[src/design/okr_pkg.sv]
// ----------------------------------------------------------------------------
// okr_pkg
// Shared types and constants of the offset keyed random byte reader.
// ----------------------------------------------------------------------------
package okr_pkg;

    localparam int LEN_W     = 9;
    localparam int MAX_LEN   = 256;
    localparam int OFFSET_W  = 64;
    localparam int WADDR_W   = 62;
    localparam int COUNT_W   = 4;
    localparam int DATA_W    = 64;

    localparam logic [31:0] KEY_LO0 = 32'hb37916a5;
    localparam logic [31:0] KEY_LO1 = 32'h2e714eb2;
    localparam logic [31:0] KEY_HI0 = 32'hb500f16e;
    localparam logic [31:0] KEY_HI1 = 32'h12e15e35;
    localparam logic [63:0] KEY_LO  = {KEY_LO1, KEY_LO0};

    typedef struct packed {
        logic [WADDR_W-1:0] waddr;
        logic [2:0]         skip;
        logic [COUNT_W-1:0] count;
        logic               last;
    } beat_desc_t;

endpackage

[src/design/okr_queue.sv]
// ----------------------------------------------------------------------------
// okr_queue
// Short descriptor queue between the front and back parts.
// ----------------------------------------------------------------------------
module okr_queue
#(
    parameter int DEPTH = 4
)
(
    input  logic                clk,
    input  logic                rst_n,
    input  logic                push,
    input  okr_pkg::beat_desc_t push_desc,
    output logic                full,
    input  logic                pop,
    output logic                not_empty,
    output okr_pkg::beat_desc_t pop_desc
);
    import okr_pkg::*;

    localparam int PTR_W = $clog2(DEPTH);
    localparam int CNT_W = $clog2(DEPTH + 1);

    beat_desc_t       slot_reg [DEPTH];
    logic [PTR_W-1:0] wr_ptr_reg;
    logic [PTR_W-1:0] wr_ptr_next;
    logic [PTR_W-1:0] rd_ptr_reg;
    logic [PTR_W-1:0] rd_ptr_next;
    logic [CNT_W-1:0] fill_reg;
    logic [CNT_W-1:0] fill_next;
    logic             do_push;
    logic             do_pop;

    assign full      = (fill_reg == CNT_W'(DEPTH));
    assign not_empty = (fill_reg != '0);
    assign do_push   = push && !full;
    assign do_pop    = pop && not_empty;
    assign pop_desc  = slot_reg[rd_ptr_reg];

    always_comb
    begin
        wr_ptr_next = wr_ptr_reg;
        rd_ptr_next = rd_ptr_reg;
        fill_next   = fill_reg;
        if (do_push)
        begin
            wr_ptr_next = (wr_ptr_reg == PTR_W'(DEPTH - 1)) ? '0 : wr_ptr_reg + PTR_W'(1);
        end
        if (do_pop)
        begin
            rd_ptr_next = (rd_ptr_reg == PTR_W'(DEPTH - 1)) ? '0 : rd_ptr_reg + PTR_W'(1);
        end
        if (do_push && !do_pop)
        begin
            fill_next = fill_reg + CNT_W'(1);
        end
        else if (do_pop && !do_push)
        begin
            fill_next = fill_reg - CNT_W'(1);
        end
    end

    always_ff @(posedge clk or negedge rst_n)
    begin
        if (!rst_n)
        begin
            wr_ptr_reg <= '0;
            rd_ptr_reg <= '0;
            fill_reg   <= '0;
        end
        else
        begin
            wr_ptr_reg <= wr_ptr_next;
            rd_ptr_reg <= rd_ptr_next;
            fill_reg   <= fill_next;
        end
    end

    always_ff @(posedge clk)
    begin
        if (do_push)
        begin
            slot_reg[wr_ptr_reg] <= push_desc;
        end
    end

endmodule

[config.mk]
export PLATFORM = sky130hd
export DESIGN_NAME = okr_queue
export DESIGN_NICKNAME = d
export VERILOG_FILES = /design/src/design/okr_pkg.sv /design/src/design/okr_queue.sv
export SDC_FILE = /design/constraint.sdc
export NUM_CORES = 1
export LEC_CHECK = 0
export BUFFER_PORTS_ARGS = -buffer_cell sky130_fd_sc_hd__buf_2
export CORE_MARGIN = 8
export CORE_UTILIZATION = 57
export CTS_BUF_LIST = sky130_fd_sc_hd__clkbuf_16
export CTS_CLUSTER_DIAMETER = 100
export DETAILED_ROUTE_END_ITERATION = 12
export GPL_TIMING_DRIVEN = 0
export PLACE_DENSITY = 0.85
export SETUP_SLACK_MARGIN = 0.5
export SLEW_MARGIN = 30
export SYNTH_ARGS = -nofsm -noshare
export SYNTH_HDL_FRONTEND = slang
export SYNTH_SLANG_ARGS = --single-unit
[constraint.sdc]
create_clock -name clk -period 3.6 [get_ports clk]
set_clock_uncertainty 0.2 [all_clocks]
set_input_delay 0.18 -clock clk [delete_from_list [all_inputs] [get_ports clk]]
set_output_delay 0.18 -clock clk [all_outputs]
set_load 0.01 [all_outputs]
Word-level counts from Yosys, hierarchy flattened
Memory sizes are Yosys's and may differ from the RTL's. Index checks and enable logic that the tools add are counted.

$add $sub $neg: 4. Equality and inequality tests: 3. Muxes and demuxes: 6. Reductions and logical operators: 9.

Operator list (number): 3-bit two-way mux (2); 2-bit by 1-bit adder with 2-bit output (second input constant) (2); 2-bit == test (second input constant) (2); 1-bit logical AND (4); 2-bit two-way mux (2); 3-bit by 1-bit adder with 3-bit output (second input constant) (1); 3-bit == test (second input constant) (1); 1-bit zero test (3); 3-bit nonzero test (1); 3-bit by 1-bit subtractor with 3-bit output (second input constant) (1); 1-bit two-way mux (2); 2-bit nonzero test (1).

Bits of input ports: 74. Flip-flop bits (word level): 7. Word-level logic and storage cells: 26. Memories kept: 1. Output and inout port bits: 72. Memory bits (writable): 280.

Memory list: slot_reg (depth 4, bits a word 70, read ports 1, clocked after memory_dff 0, write ports 1, RTL line okr_queue.sv:24) `beat_desc_t slot_reg [DEPTH];`.

Depth between registers and ports, before layout
Depth after elaboration: 7. Mapped depth: 9. Depth with buffers taken out: 8.

Worst setup path after synthesis
Ideal clock, no wire load.

Kind: flip-flop to flip-flop. From: register fill_reg[2]. To: memory slot_reg[0][0] (netlist name) (enable). Setup slack: 0.474 ns. Buffers on the path: 1. Setup time: 0.436 ns. Cell stages (with the launch flop): 5. Arrival: 2.490 ns. Period minus slack after synthesis: 3.126 ns. Required time: 2.964 ns. Cell sequence: dfrtp_1 -> nor3b_2 -> nor2b_1 -> buf_2 -> and2_1.

Word-level cells in the longest chain between the ends: 5.

RTL lines: start: declaration (RTL line okr_queue.sv:29) `logic [CNT_W-1:0] fill_reg;`; start signal: assignment (RTL line okr_queue.sv:75) `fill_reg <= fill_next;`; 3-bit == test (RTL line okr_queue.sv:34) `assign full = (fill_reg == CNT_W'(DEPTH));`; via full (RTL line okr_queue.sv:14) `output logic full,`; 1-bit zero test (RTL line okr_queue.sv:36) `assign do_push = push && !full;`; 1-bit logical AND (RTL line okr_queue.sv:36); via do_push (RTL line okr_queue.sv:31) `logic do_push;`; 1-bit two-way mux (RTL line okr_queue.sv:81) `if (do_push)`; 1-bit two-way mux (not written as such) (RTL line okr_queue.sv:83) `slot_reg[wr_ptr_reg] <= push_desc;`; end: declaration (RTL line okr_queue.sv:24).

The timed path passes the listed nets, and every way through them passes these cells.

==> out/metrics.yaml <==
nNetsFinal: 736
muxShareOfSynthArea: 0.155
yosys-top-cells-area: "edfxtp_1, mux4_2, dfrtp_1"
yosysMostFrequentCell: "edfxtp_1"
row_count: 50
ys_seq_elements: 287
antenna_found_initial: 0
required_ps: 3220
yosys.area.top_type: "edfxtp_1"
met2_length_um: 10600
core_area_sq_um: 18500
hold_viol: 0
yosys.area_share.simple: 0.00683
synth_edf_count: 280
track_usage: 0.175
post-route-util: 0.720
worstPathArrival_ps: 2160
multi_input_area_sq_um: 1850
numPortBuffers: 145
synth_fa_ha_area_frac: 0.00894
hp-class: "input pin to flop"
clockBufferDepth: 3
critPathKind: "flop to output pin"
clock_latency_ps: 520
grt_pass1_vias: 5728
maxSlewViolCount: 0
tritoncts: "yes"
max_freq_ghz: 0.394
synth.top_cell.area_share: 0.791
period_share: 0.704
swShare: 0.288
ctsResizeCount: 0
p_switching_uw: 3050
powerDensity_nw_per_um2: 795
wl_met3_um: 1370
post-route-drc-count: 0
syn_to_final_growth_pct: 25.4
ys_seq_area_frac: 0.807
tightest_slew_ps: 606
syn_area_sq_um: 10600
pwr-share-clk: 0.254
slowest_delay_ps: 380
die_x_um: 153
routed.top_layer: "met4"
comb_power_share: 0.313
clock-root-buffer: "clkbuf_16"
cp_num_buf_inv: 3
critPathTopFamily: "buffers and inverters"
max-cap-violations: 0
antenna_left: 0
setup_tns_ps: 0
pwr-share-seq: 0.433
end_kind: "output pin"
routabilityCongestion: 0.737
status: "completed"
irDropWorstVdd_mv: 0.603
drive_gt1_frac: 0.427
initial_core_util: 0.574
avgSynthCellArea_sq_um: 26.4
clk_pin_slew_ps: 60
p_int_uw: 7550
synthArstFlopShare: 0.0244
synth_fp_nets: 484
die_h_um: 153
first_iter_violations: 332
cpMaxStageDelayCell: "mux4_2"
path_cells: "clkbuf_1 > buf_2 > mux4_2 > buf_2"
post-route-min-period_ps: 2540
vias_per_cell: 5.59
grt_pass1_wl_um: 31900
synthTopCellsByCount: "edfxtp_1, mux4_2, buf_2, buf_12, dfrtp_1"
htree_levels: 1
synth_xor_area_frac: 0.00247
overflow: 0
via_count: 5090
boundaryPins: 146
cp_common_cell: "buf_2"
synth_cell_type_count: 21
setup_violations: 0
numCtsBuffers: 28
slew_headroom: 0.596
n_antenna_cell: 0
leakagePower_uw: 0.00469
fillers: 1091
synth_compound_area_frac: 0
yosysWarnings: 0
synth_top_family_by_area: "multiplexers"
drtPass1Iterations: 4
startpoint_type: "flop"
seqCellArea_sq_um: 8580
cp_max_fo: 10
grt_start_max_net_pins: 37
rsz0062_at_grt: "false"
wirelength_um: 20500
met1_length_um: 8130
cts.sink_count: 287
dieArea_sq_um: 23300
wl_per_cell_um: 22.5
largest_reg_flops: 280
syn-instance-count: 403
synth-main-ff-cell: "edfxtp_1"
hpwl_um: 12300
==> area by class of cell <==
cell class	instances	share of cell area
sequential	287	0.644
timing repair buffer	222	0.115
multi-input combinational	96	0.139
inverter	3	0.000845
clock buffer	29	0.0544
buffer	17	0.0146
clock inverter	23	0.0103
tap	234	0.0220
==> cell families after synthesis <==
family | after synthesis
flops | 287
xor+xnor | 3
simple gates | 11
mux | 75
buf+inv | 20
fa+ha+maj | 7
==> routing by layer <==
layer,vias up,global-route usage
met3,32,0.0431
met2,185,0.309
met5,-,0
met1,2630,0.214
met4,0,0.0429
li1,2243,-
==> metrics by stage <==
step	hold slack [ps]	instance area, sq um	setup slack, ps	cells	total power (uW)
finish	52.5	13300	1060	911	10600
global route	49.8	13300	932	911	11100
floorplan	-316	10600	1240	403	6740
global placement	-185	11700	637	782	7800
detailed placement	-176	11700	1220	786	7970
CTS	26.5	13300	964	911	10700
==> path summary, 6_finish.rpt <==
check	start	endpoint	slack [ps]	cells after the start
max	rd_ptr_reg[1]	pop_desc[46]	1060	4
min	push	wr_ptr_reg[0]	50	4
max reg2reg	fill_reg[0]	fill_reg[2]	1210	8
min reg2reg	fill_reg[2]	fill_reg[2]	320	1
max in group asynchronous	rst_n	wr_ptr_reg[0]	2510	3
min in group asynchronous	rst_n	fill_reg[0]	440	3
==> worst register-to-register path, stage by stage, from the launching register on <==
cell,delay (ps)
dfrtp_1,440
or3_4,420
nand2_2,120
ha_1,190
inv_1,60
fa_1,370
xor2_1,170
nor2_1,150
xor2_1,190
==> power groups by stage <==
stage	Sequential, uW	Clock [uW]	Combinational (uW)
after detailed placement	4660	0	3310
after CTS	4590	2740	3400
after global routing	4630	2880	3580
after global placement	4630	0	3170
final	4590	2690	3320
after floorplan	4600	0	2150
==> placed cells by master (no fill, tap or decap) <==
| cell | instances |
|---|---|
| clkinv_1 | 3 |
| clkbuf_1 | 1 |
| clkbuf_16 | 29 |
| edfxtp_1 | 280 |
| xnor2_1 | 1 |
| mux4_1 | 2 |
| fa_1 | 1 |
| or3_4 | 1 |
| nand2_2 | 1 |
| mux2_2 | 3 |
| nor2_1 | 3 |
| mux2_4 | 2 |
| mux4_2 | 68 |
| dlygate4sd3_1 | 73 |
| nor2b_1 | 1 |
| dfrtp_1 | 7 |
| inv_1 | 8 |
| xor2_1 | 2 |
| clkinv_2 | 11 |
| buf_2 | 153 |
| nor3b_2 | 1 |
| clkinvlp_4 | 3 |
| ha_1 | 6 |
| and2_4 | 4 |
| bufinv_16 | 1 |
| buf_12 | 11 |
| buf_6 | 1 |
==> repair_timing <==
| item | 4_1_cts | 5_1_grt |
|---|---|---|
| hold buffers | 73 | 0 |
| buffers inserted | 0 | 0 |
| hold endpoints to repair | 290 | 0 |
Power figures use the tool's default switching activity.
