**src/design/okr_pkg.sv**
```systemverilog
// ----------------------------------------------------------------------------
// okr_pkg
// Shared types and constants of the offset keyed random byte reader.
// ----------------------------------------------------------------------------
package okr_pkg;

    localparam int LEN_W     = 9;
    localparam int MAX_LEN   = 256;
    localparam int OFFSET_W  = 64;
    localparam int WADDR_W   = 62;
    localparam int COUNT_W   = 4;
    localparam int DATA_W    = 64;

    localparam logic [31:0] KEY_LO0 = 32'hb37916a5;
    localparam logic [31:0] KEY_LO1 = 32'h2e714eb2;
    localparam logic [31:0] KEY_HI0 = 32'hb500f16e;
    localparam logic [31:0] KEY_HI1 = 32'h12e15e35;
    localparam logic [63:0] KEY_LO  = {KEY_LO1, KEY_LO0};

    typedef struct packed {
        logic [WADDR_W-1:0] waddr;
        logic [2:0]         skip;
        logic [COUNT_W-1:0] count;
        logic               last;
    } beat_desc_t;

endpackage

```
**src/design/okr_front.sv**
```systemverilog
// ----------------------------------------------------------------------------
// okr_front
// Takes a request and splits it into word-aligned beat descriptors.
// ----------------------------------------------------------------------------
module okr_front
(
    input  logic                       clk,
    input  logic                       rst_n,
    input  logic                       req_valid,
    output logic                       req_ready,
    input  logic [okr_pkg::OFFSET_W-1:0] start_offset,
    input  logic [okr_pkg::LEN_W-1:0]  byte_length,
    output logic                       push,
    output okr_pkg::beat_desc_t        push_desc,
    input  logic                       queue_full
);
    import okr_pkg::*;

    logic               busy_reg;
    logic               busy_next;
    logic [WADDR_W-1:0] waddr_reg;
    logic [WADDR_W-1:0] waddr_next;
    logic [2:0]         skip_reg;
    logic [2:0]         skip_next;
    logic [LEN_W-1:0]   rem_reg;
    logic [LEN_W-1:0]   rem_next;
    logic [COUNT_W-1:0] count_room;
    logic [COUNT_W-1:0] count;
    logic               last;
    logic               accept;
    logic [LEN_W-1:0]   len_sat;

    assign count_room = COUNT_W'(8) - {1'b0, skip_reg};
    assign count      = (rem_reg < LEN_W'(count_room)) ? rem_reg[COUNT_W-1:0] : count_room;
    assign last       = (rem_reg == LEN_W'(count));
    assign push       = busy_reg && !queue_full;
    assign req_ready  = !busy_reg || (push && last);
    assign accept     = req_valid && req_ready;
    assign len_sat    = (int'(byte_length) > MAX_LEN) ? LEN_W'(MAX_LEN) : byte_length;

    assign push_desc.waddr = waddr_reg;
    assign push_desc.skip  = skip_reg;
    assign push_desc.count = count;
    assign push_desc.last  = last;

    always_comb
    begin
        busy_next  = busy_reg;
        waddr_next = waddr_reg;
        skip_next  = skip_reg;
        rem_next   = rem_reg;
        if (push)
        begin
            busy_next  = !last;
            waddr_next = waddr_reg + WADDR_W'(1);
            skip_next  = 3'd0;
            rem_next   = rem_reg - LEN_W'(count);
        end
        if (accept)
        begin
            busy_next  = 1'b1;
            waddr_next = {1'b0, start_offset[OFFSET_W-1:3]};
            skip_next  = start_offset[2:0];
            rem_next   = len_sat;
        end
    end

    always_ff @(posedge clk or negedge rst_n)
    begin
        if (!rst_n)
        begin
            busy_reg  <= 1'b0;
            waddr_reg <= '0;
            skip_reg  <= '0;
            rem_reg   <= '0;
        end
        else
        begin
            busy_reg  <= busy_next;
            waddr_reg <= waddr_next;
            skip_reg  <= skip_next;
            rem_reg   <= rem_next;
        end
    end

endmodule

```
**config.mk**
```make
export PLATFORM = sky130hd
export DESIGN_NAME = okr_front
export DESIGN_NICKNAME = d
export VERILOG_FILES = /design/src/design/okr_pkg.sv /design/src/design/okr_front.sv
export SDC_FILE = /design/constraint.sdc
export NUM_CORES = 1
export LEC_CHECK = 0
export BUFFER_PORTS_ARGS = -buffer_cell sky130_fd_sc_hd__buf_2
export CAP_MARGIN = 20
export CORE_ASPECT_RATIO = 0.9
export CORE_MARGIN = 8
export CORE_UTILIZATION = 51
export CTS_BUF_LIST = sky130_fd_sc_hd__clkbuf_4 sky130_fd_sc_hd__clkbuf_8 sky130_fd_sc_hd__clkbuf_16
export CTS_CLUSTER_SIZE = 14
export DETAILED_ROUTE_END_ITERATION = 16
export GPL_TIMING_DRIVEN = 0
export PLACE_DENSITY = 0.81
export REMOVE_ABC_BUFFERS = 1
export SKIP_CTS_REPAIR_TIMING = 1
export SLEW_MARGIN = 40
export SYNTH_ARGS = -nofsm -noshare
export SYNTH_HDL_FRONTEND = slang
export SYNTH_SLANG_ARGS = --single-unit
```
**constraint.sdc**
```tcl
create_clock -name clk -period 5.1 [get_ports clk]
set_clock_uncertainty 0.05 [all_clocks]
set_input_delay 0.765 -clock clk [delete_from_list [all_inputs] [get_ports clk]]
set_output_delay 0.765 -clock clk [all_outputs]
set_load 0.005 [all_outputs]
```
# [After elaboration in Yosys (flattened, before gate mapping)]
# Index checks and enable logic that the tools add are counted.
[word_totals] ff_bits=75 latchBits=0 ram_bits=0 romBits=0 input_bits=77 out_inout_bits=72 word_cells=28 memories=0
[op_classes] add_sub_neg=3 multipliers=0 div_mod_pow=0 order_cmp=2 eq_ne=1 shift=0 mux=10 bitwise_logic=0 n_reduce_logical=8
[ops] op="$mux W62" count=2
[ops] op="$add A62 B1 Y62 const B" count=1
[ops] op="$mux W9" count=3
[ops] op="$eq A9 B4 Y1" count=1
[ops] op="$gt A9 B9 Y1 const B" count=1
[ops] op="$lt A9 B4 Y1" count=1
[ops] op="$sub A9 B4 Y9" count=1
[ops] op="$mux W3" count=2
[ops] op="$mux W4" count=1
[ops] op="$sub A4 B3 Y4 const A" count=1
[ops] op="$logic_and A1 B1 Y1" count=3
[ops] op="$logic_not A1 Y1" count=3
[ops] op="$mux W1" count=2
[ops] op="$reduce_bool A2 Y1" count=1
[ops] op="$logic_or A1 B1 Y1" count=1

# [Logic depth before layout (Yosys ltp)]
[logic_depth] depth_word=8 ltp_mapped=16 depth_no_buf=15

# [Least setup slack after synthesis]
# OpenSTA, ideal clock, no wires.
[synth_timing] kind="register -> output" start="reg skip_reg[0]" end="out push_desc[0] in the netlist's numbering" t_arrival_ns=3.166 t_required_ns=4.285 slack_ns=1.119 path_stages_with_launch=14 n_path_buf=1 path_cell_list="dfrtp_1 -> inv_1 -> ha_1 -> inv_1 -> ha_1 -> a21o_1 -> a21o_1 -> a21oi_1 -> o21ai_0 -> ha_1 -> nand3_1 -> nor4_1 -> and2_1 -> buf_4"
[synth_lines] item="from (decl)" line="okr_front.sv:23" text="logic [2:0] skip_reg;"
[synth_lines] item="from (signal assigned)" line="okr_front.sv:81" text="skip_reg <= skip_next;"
[synth_lines] item="to (decl)" line="okr_front.sv:14" text="output okr_pkg::beat_desc_t push_desc,"

# [Final worst setup path]
[layout_timing] start="reg skip_reg[0]" end="out req_ready"
[layout_between] elab_chain_len=6
[layout_rtl] item="$sub A4 B3 Y4 *" line="okr_front.sv:33" text="assign count_room = COUNT_W'(8) - {1'b0, skip_reg};"
[layout_rtl] item="$lt A9 B4 Y1" line="okr_front.sv:34" text="assign count = (rem_reg < LEN_W'(count_room)) ? rem_reg[COUNT_W-1:0] : count_room;"
[layout_rtl] item="$mux W4 *" line="okr_front.sv:34"
[layout_rtl] item="$eq A9 B4 Y1 *" line="okr_front.sv:35" text="assign last = (rem_reg == LEN_W'(count));"
[layout_rtl] item="$logic_and A1 B1 Y1 *" line="okr_front.sv:37" text="assign req_ready = !busy_reg || (push && last);"
[layout_rtl] item="$logic_or A1 B1 Y1 *" line="okr_front.sv:37"
[layout_rtl] item="to (decl)" line="okr_front.sv:10" text="output logic req_ready,"
# Mark *: on every way between the ends. The rest lies on a longest branch, timed or not.

==> flow_metrics.py <==
metrics = {
    "sta": {
        "slew_violations": 0,
        "tightest_slew_ps": 661,
        "setup_viol": 0,
        "finalSetupTns_ps": 0,
        "period_share": 0.905,
        "relSlewSlack": 0.559,
        "fmax_ghz": 0.217,
        "rsz0062_at_grt": "false",
        "fin_crit_ps": 4610,
        "finalHoldViolCount": 0,
    },
    "cells_and_area": {
        "largest_register_ffs": 62,
        "fin_nets": 759,
        "post-route-util": 0.660,
        "syn_to_final_growth_pct": 26.4,
        "num_antenna_cells": 0,
        "layout-drive-gt1-share": 0.275,
    },
    "synth": {
        "synth_top_area_frac": 0.422,
        "async_reset_ff_frac": 1.00,
        "yosys_warnings": 0,
        "synth_top_cell_by_area": "dfrtp_1",
        "yosys-top-cells-area": "dfrtp_1 (42%), a21oi_1 (8.1%), nor2_1 (7.3%)",
        "ys_seq_area_frac": 0.422,
        "synth_cell_type_count": 51,
        "synthTopCellsByCount": "nor2_1 (87), dfrtp_1 (75), a21oi_1 (72), nand2_1 (43), xor2_1 (32)",
        "postSynthAreaPerCell_um2": 8.42,
        "synthMostInstantiatedCell": "nor2_1",
        "netlist_instances": 529,
        "synth_edf_count": 0,
        "synth_area_mm2": 0.00445,
        "synth_ff_type": "dfrtp_1",
        "ys_ff_latch": 75,
    },
    "global_routing": {
        "grt_pass1_wl_um": 20500,
        "antenna_found_initial": 0,
        "gr-total-overflow": 0,
        "grt_max_degree": 55,
        "grt_pass1_vias": 4379,
        "grt.total_usage": 0.207,
    },
    "worst_setup_path": {
        "crit_fanout": 8,
        "crit_type": "reg -> out",
        "reg2reg_setup_slack_ps": 620,
        "worstReg2RegEnd": "waddr_reg[5]",
        "end_kind": "primary output",
        "reg2reg_depth": 18,
        "critPathLaunch": "skip_reg[0]",
        "critPathCapture": "req_ready",
        "worstPathRequired_ps": 4280,
        "arrival_ps": 3800,
        "r2r-start": "skip_reg[0]",
        "setup.worst_path.start_class": "register",
    },
    "route": {
        "wl_per_cell_um": 15.6,
        "drcViolationCount": 0,
        "antenna_left": 0,
        "routed_wl_um": 12500,
        "vias": 4235,
        "avgViaCountPerCell": 5.31,
        "first_pass_iters": 4,
        "drt_iter0_drc": 220,
    },
    "clocking": {
        "htree_levels": 3,
        "clock_latency_ps": 330,
        "cts_tree": "done",
        "cts_buffer_depth": 2,
        "clkSlewWorstSetupHoldPaths_ps": 80,
        "clock-root-buffer": "clkbuf_8",
        "cts_buffers": 9,
        "cts.sinks": 75,
    },
    "power_and_ir_drop": {
        "power.density_mw_per_mm2": 451,
        "p_leak_nw": 2.53,
        "vdd_drop_max_v": 0.000210,
    },
    "placement": {
        "io_buffers": 148,
        "place_congestion": 0.855,
        "hpwl_um": 9730,
    },
    "floorplanning": {
        "die_x_um": 114,
        "core.rowCount": 32,
        "io_pins": 149,
        "die_h_um": 105,
        "die_area_mm2": 0.0120,
        "core_mm2": 0.00853,
        "initial_utilization": 0.522,
    },
    "status": {
        "status": "finished clean",
    },
    "min_path": {
        "hold_path_class": "in -> async",
    },
    "job": {
        "cap_viol_max_count": 0,
    },
}
==> kinds of logic after synthesis <==
group                    count (synthesis)  synth area share
buffers and inverters                   48            0.0438
multiplexers                             2           0.00478
adder cells (fa/ha/maj)                  7            0.0197
AND/OR/NAND/NOR                        224             0.241
flip-flops                              75             0.422
XOR/XNOR                                63             0.124
AO/OA/AOI/OAI                          110             0.146
==> power by group <==
group | switching (mW) | internal [mW] | leakage [nW]
logic | 0.458 | 0.472 | 1.55
clock network | 0.216 | 0.278 | 0.110
registers | 0.284 | 0.829 | 0.868
total | 0.957 | 1.58 | 2.53
==> metrics by stage <==
step	setup WS, ps	instance area, um^2	power [mW]	instances	hold slack, ps
detailed placement	238	5400	2.04	783	526
global placement	-2970	5250	1.99	775	492
global route	181	5630	2.72	798	208
finish	486	5630	2.54	798	221
floorplan	-1360	4360	1.62	508	419
CTS	45.6	5610	2.55	798	211
==> worst max-delay path: stages (launching register included) <==
cell and delay, ps:
dfrtp_1 420, inv_1 80, ha_1 360, inv_1 120, ha_1 280, a21o_1 170, a21o_1 210, a21oi_2 340
mux2i_1 170, ha_1 370, nand3_1 120, nor4_2 420, nand3_1 150, nand2_1 140, buf_2 130
==> layout by cell type, fill, tap and decap left out, types with 14 or more instances in the layout <==
cell	n
xnor2_1	31
inv_1	26
and3_1	14
xor2_1	32
buf_2	147
dfrtp_1	75
a21oi_1	71
nand3_1	22
nor2_1	87
nand2_1	43
==> layout make-up <==
type                            instances  area [um^2]
Clock buffer                           10          131
Clock inverter                          5         78.8
Fill cell                             762         2900
Inverter                               27          101
Multi-Input combinational cell        406         2410
Sequential cell                        75         1880
Tap cell                              119          149
Timing Repair Buffer                  156          877
==> how the worst min path moves through the flow <==
stage / cells past startpoint / to / from / slack [ps]
final: 1 / waddr_reg[50] / rst_n / 220
after global routing: 1 / waddr_reg[49] / rst_n / 210
after CTS: 1 / waddr_reg[49] / rst_n / 210
after detailed placement: 2 / waddr_reg[61] / waddr_reg[61] / 530
after global placement: 2 / waddr_reg[61] / waddr_reg[61] / 490
after floorplan: 0 / busy_reg / rst_n / 420
==> routing by layer <==
metal,GRT usage,part of all wire
met1,0.250,0.43
met2,0.352,0.50
met3,0.0547,0.057
met4,0.0608,0.012
met5,0,0
(Power assumes the default switching activity.)
